[src/sv/ptt_pkg.sv]
`timescale 1ns / 1ps
// ----------------------------------------------------------------------------
// ptt_pkg
// Shared types and constants for the pid timestamp table with report filter.
// ----------------------------------------------------------------------------
package ptt_pkg;

  localparam int ENTRIES   = 64;
  localparam int IDX_W     = (ENTRIES > 1) ? $clog2(ENTRIES) : 1;
  localparam int PID_W     = 22;
  localparam int STAMP_W   = 64;
  localparam int GAP_W     = 10;
  localparam logic [GAP_W-1:0] GAP_RESET = GAP_W'(10);
  localparam logic [GAP_W-1:0] GAP_LIMIT = GAP_W'(1000);

  typedef enum logic [1:0] {
    FN_ADD    = 2'd0,
    FN_REMOVE = 2'd1,
    FN_CLEAR  = 2'd2,
    FN_QUERY  = 2'd3
  } func_t;

  typedef enum logic [1:0] {
    ST_DONE      = 2'd0,
    ST_FILTERED  = 2'd1,
    ST_NOT_FOUND = 2'd2,
    ST_FULL      = 2'd3
  } status_t;

  typedef struct packed {
    func_t              func;
    logic [PID_W-1:0]   pid;
    logic [STAMP_W-1:0] stamp;
  } req_t;

  typedef struct packed {
    status_t            status;
    logic [STAMP_W-1:0] last_stamp;
  } rsp_t;

  // Request walking the cell row
  typedef struct packed {
    logic               active;
    func_t              func;
    logic [PID_W-1:0]   pid;
    logic [STAMP_W-1:0] stamp;
    logic               found;
    logic [STAMP_W-1:0] hit_time;
    logic               free_seen;
    logic [IDX_W-1:0]   free_idx;
  } token_t;

  // Slot claim broadcast from the tail of the row
  typedef struct packed {
    logic               en;
    logic [IDX_W-1:0]   idx;
    logic [PID_W-1:0]   pid;
    logic [STAMP_W-1:0] stamp;
  } claim_t;

endpackage

[src/sv/ptt_cell.sv]
`timescale 1ns / 1ps
// ----------------------------------------------------------------------------
// ptt_cell
// One table slot: holds a key and time, matches the passing request and hands
// it on to the next slot through a register, so that slot sees it in the next cycle.
// ----------------------------------------------------------------------------
module ptt_cell (
  input  logic                       clk,
  input  logic                       rst,
  input  logic [ptt_pkg::IDX_W-1:0]  idx,
  input  ptt_pkg::token_t            tok_in,
  output ptt_pkg::token_t            tok_out,
  input  ptt_pkg::claim_t            claim,
  input  logic                       clr
);

  logic                         valid;
  logic [ptt_pkg::PID_W-1:0]    key;
  logic [ptt_pkg::STAMP_W-1:0]  time_q;
  ptt_pkg::token_t              tok_next;
  logic                         hit;
  logic                         claimed;

  assign hit     = tok_in.active && valid && (key == tok_in.pid) && !tok_in.found;
  assign claimed = claim.en && (claim.idx == idx);

  always_comb begin
    tok_next = tok_in;
    if (hit) begin
      tok_next.found = 1'b1;
      if (tok_in.func == ptt_pkg::FN_QUERY) begin
        tok_next.hit_time = time_q;
      end
    end
    if (tok_in.active && !valid && !tok_in.free_seen) begin
      tok_next.free_seen = 1'b1;
      tok_next.free_idx  = idx;
    end
  end

  always_ff @(posedge clk) begin
    if (rst) begin
      tok_out <= '0;
    end else begin
      tok_out <= tok_next;
    end
  end

  always_ff @(posedge clk) begin
    if (rst) begin
      valid <= 1'b0;
    end else if (clr) begin
      valid <= 1'b0;
    end else if (hit && tok_in.func == ptt_pkg::FN_REMOVE) begin
      valid <= 1'b0;
    end else if (claimed) begin
      valid <= 1'b1;
    end
  end

  always_ff @(posedge clk) begin
    if (claimed) begin
      key    <= claim.pid;
      time_q <= claim.stamp;
    end else if (hit && tok_in.func == ptt_pkg::FN_ADD) begin
      time_q <= tok_in.stamp;
    end
  end

endmodule
[config.mk]
export PLATFORM = sky130hd
export DESIGN_NAME = ptt_cell
export DESIGN_NICKNAME = d
export VERILOG_FILES = /design/src/sv/ptt_pkg.sv /design/src/sv/ptt_cell.sv
export SDC_FILE = /design/constraint.sdc
export NUM_CORES = 1
export LEC_CHECK = 0
export BUFFER_PORTS_ARGS = -buffer_cell sky130_fd_sc_hd__buf_2
export CAP_MARGIN = 20
export CORE_AREA = 2 2 180 182
export CTS_CLUSTER_SIZE = 28
export DETAILED_ROUTE_END_ITERATION = 8
export DIE_AREA = 0 0 182 184
export GPL_ROUTABILITY_DRIVEN = 0
export GPL_TIMING_DRIVEN = 0
export HOLD_SLACK_MARGIN = 0.12
export PLACE_DENSITY = 0.61
export SYNTH_ARGS = -nofsm -noshare
export SYNTH_HDL_FRONTEND = slang
export SYNTH_SLANG_ARGS = --single-unit
[constraint.sdc]
create_clock -name clk -period 5.3 [get_ports clk]
set_clock_uncertainty 0.15 [all_clocks]
set_input_delay 0.265 -clock clk [delete_from_list [all_inputs] [get_ports clk]]
set_output_delay 0.265 -clock clk [all_outputs]
set_load 0.1 [all_outputs]
==> qor.yml <==
status: "finished, final reports clean"
routedWlPerCell_microns: 17.9
wl_microns: 34400
path_delay_family: "buffers and inverters"
synth_cell_types: 30
syn_inst: 783
power_frac_clock_pct: 39.6
critical_path_required_ps: 5350
fin_nets: 1756
slew_violations: 0
grt-ovfl-total: 0
grt_max_degree: 53
cellLeakagePower_nw: 6.57
setup_violations: 0
power_mw: 5.08
tritoncts: "yes"
path_buf_inv: 6
h-tree-depth: 1
hold_class: "in -> reg"
worstSetupEndpointType: "flip-flop"
design.portCount: 424
synth_commonest_cells: "162 x dfxtp_1, 153 x nor2b_1, 101 x o21ai_1, 86 x edfxtp_1, 65 x nand2b_1"
dieArea_sq_mm: 0.0335
tightest_slew_ps: 949
start_util_pct: 29.7
ir_worst_vdd_mv: 0.202
clockBufferDepth: 3
critPathSlowestCell: "buf_2"
antenna_found_initial: 1
grt_use_total_pct: 19.7
switchingPower_mw: 1.48
row_count: 65
path_class: "in -> reg"
cp-start-kind: "primary input"
path_cells: "dlygate4sd3_1, buf_2, xor2_1, nor4_1, buf_2, clkbuf_1, buf_2, a21o_4, buf_16"
viasPerCell: 4.43
synth_most_common_cell: "dfxtp_1"
clock-sinks: 248
grt_pass1_vias: 9157
switching_share_pct: 29.2
post_cts_resized: 0
insertion_delay_ps: 530
syn_avg_cell_area_sq_um: 11.9
critPathMostFrequentCell: "buf_2"
fin_ws_ps: 1470
io_buffers: 422
p_per_area_mw_per_mm2: 328
p_int_mw: 3.59
fin_crit_sh_pct: 72.2
syn-num-nets: 1046
dp_hpwl_microns: 23400
dieHeight_microns: 184
drv_cap: 0
yosysWarnings: 0
die_w_microns: 182
dpl-instance-area_sq_mm: 0.0120
vias: 8485
firstDrtPassIters: 5
cts_made_buffers: 27
ant_nets: 0
fmax_ghz: 0.261
ys_seq_elements: 248
cts-root-buf: "clkbuf_16"
maxSlewHeadroom_pct: 36.7
post-place-ws_ps: 1330
seq_power_share_pct: 40.6
critical_path.max_fanout: 52
max_stage_delay_ps: 740
synthTopCellsByArea: "dfxtp_1 35%, edfxtp_1 28%, nor2b_1 10%"
synth_top_area_cell: "dfxtp_1"
p_comb_share_pct: 19.9
yosysTopAreaCellShare_pct: 34.8
fp.coreArea_sq_mm: 0.0314
area_delta_synth_final_pct: 66.2
drive_gt1_share_pct: 35.8
seq_area_frac_synth_pct: 62.5
num_antenna_cells: 0
grt_pass1_wl_microns: 50900
synth-edff-count: 86
n_fill_cell: 2760
whs_ps: 290
drc_errors: 0
clk_pin_slew_ps: 60
ys.flop_type: "dfxtp_1"
drt_iter0_drc: 341
netlist_area_sq_mm: 0.00932
design_area_sq_mm: 0.0155
rsz0062_at_grt: "false"
critPathArrivalTime_ps: 3870
async_reset_ff_share_pct: 0
timing.final.crit_period_ps: 3830
finalHoldViolCount: 0
cell type report:
| class | count | area, sq um | area share (%) |
|---|---|---|---|
| Sequential cell | 248 | 5830 | 37.6 |
| Clock buffer | 38 | 747 | 4.82 |
| Clock inverter | 12 | 199 | 1.28 |
| Multi-Input combinational cell | 480 | 3240 | 20.9 |
| Buffer | 53 | 248 | 1.60 |
| Inverter | 2 | 7.51 | 0.0485 |
| Timing Repair Buffer | 681 | 4710 | 30.4 |
| Tap cell | 402 | 503 | 3.25 |
path summary, 6_finish.rpt:
| path | startpoint | end | slack, ps | cells after the start |
|---|---|---|---|---|
| worst min register to register | time_q[39] | tok_out[46] | 350 | 2 |
| worst min-delay path | claim[82] | key[18] | 290 | 2 |
| worst max register to register | key[17] | time_q[23] | 2170 | 7 |
| worst max-delay path | idx[0] | time_q[23] | 1470 | 9 |
worst reg2reg max path, delay by kind of cell (launching register included):
kind	cells	cell delay (ps)
buffers and inverters	2	470
AO/OA/AOI/OAI	1	290
flip-flops	1	390
AND/OR/NAND/NOR	3	1250
XOR/XNOR	1	160
power groups by stage:
stage               sequential, mW  combinational, mW  clock [mW]
global placement              2.10              0.843           0
floorplan                     2.58              0.139           0
CTS                           2.06               1.00        2.06
finish                        2.06               1.01        2.01
detailed placement            2.10              0.849           0
global route                  2.07               1.05        2.12
per-stage QoR:
| step | util, % | TNS, ps | std cells |
|---|---|---|---|
| after global routing | 49.3 | 0 | 1916 |
| after global placement | 38.0 | -54680 | 1607 |
| after CTS | 49.3 | 0 | 1915 |
| after detailed placement | 38.1 | 0 | 1609 |
| final | 49.3 | 0 | 1916 |
| after floorplan | - | 0 | 783 |
layout by cell type, fill, tap and decap left out, types with 3 or more instances in the layout:
cell / count
buf_2: 427
buf_6: 6
bufinv_16: 5
clkbuf_1: 52
clkbuf_16: 27
clkbuf_8: 3
clkinv_2: 3
dfxtp_1: 162
dlygate4sd3_1: 256
edfxtp_1: 86
mux2_2: 64
mux2i_1: 6
nand2b_1: 65
nand3_1: 3
nand4_1: 4
nor2_1: 10
nor2b_1: 153
nor4_1: 4
o21ai_0: 28
o21ai_1: 101
xnor2_1: 14
xor2_1: 14
routing by layer:
| metal | wire length, microns | up-vias | global-route usage (%) |
|---|---|---|---|
| li1 | - | 4083 | - |
| met1 | 13900 | 4009 | 22.9 |
| met2 | 17500 | 328 | 36.2 |
| met3 | 2160 | 63 | 4.34 |
| met4 | 847 | 2 | 5.90 |
| met5 | 13 | - | 0 |
cell families after synthesis:
logic type	Yosys count	share of synthesized area, %
AOI/OAI and AO/OA	133	7.19
xor gates and xnor gates	28	2.63
buffers and inverters	55	2.74
DFF	248	62.5
muxes	70	8.38
and+or+nand+nor	249	16.5
state kept, by name (all words and copies together), names as in the netlist:
register and flops:
time_q 64, tok_out 161, valid 1, key 22
timing repair:
action / CTS / global route
endpoints found under the hold margin: 248 / 0
buffers inserted: 0 / 0
hold buffers: 256 / 0
endpoints found under the setup margin: 0 / 0
Power figures use the tool's default switching activity.
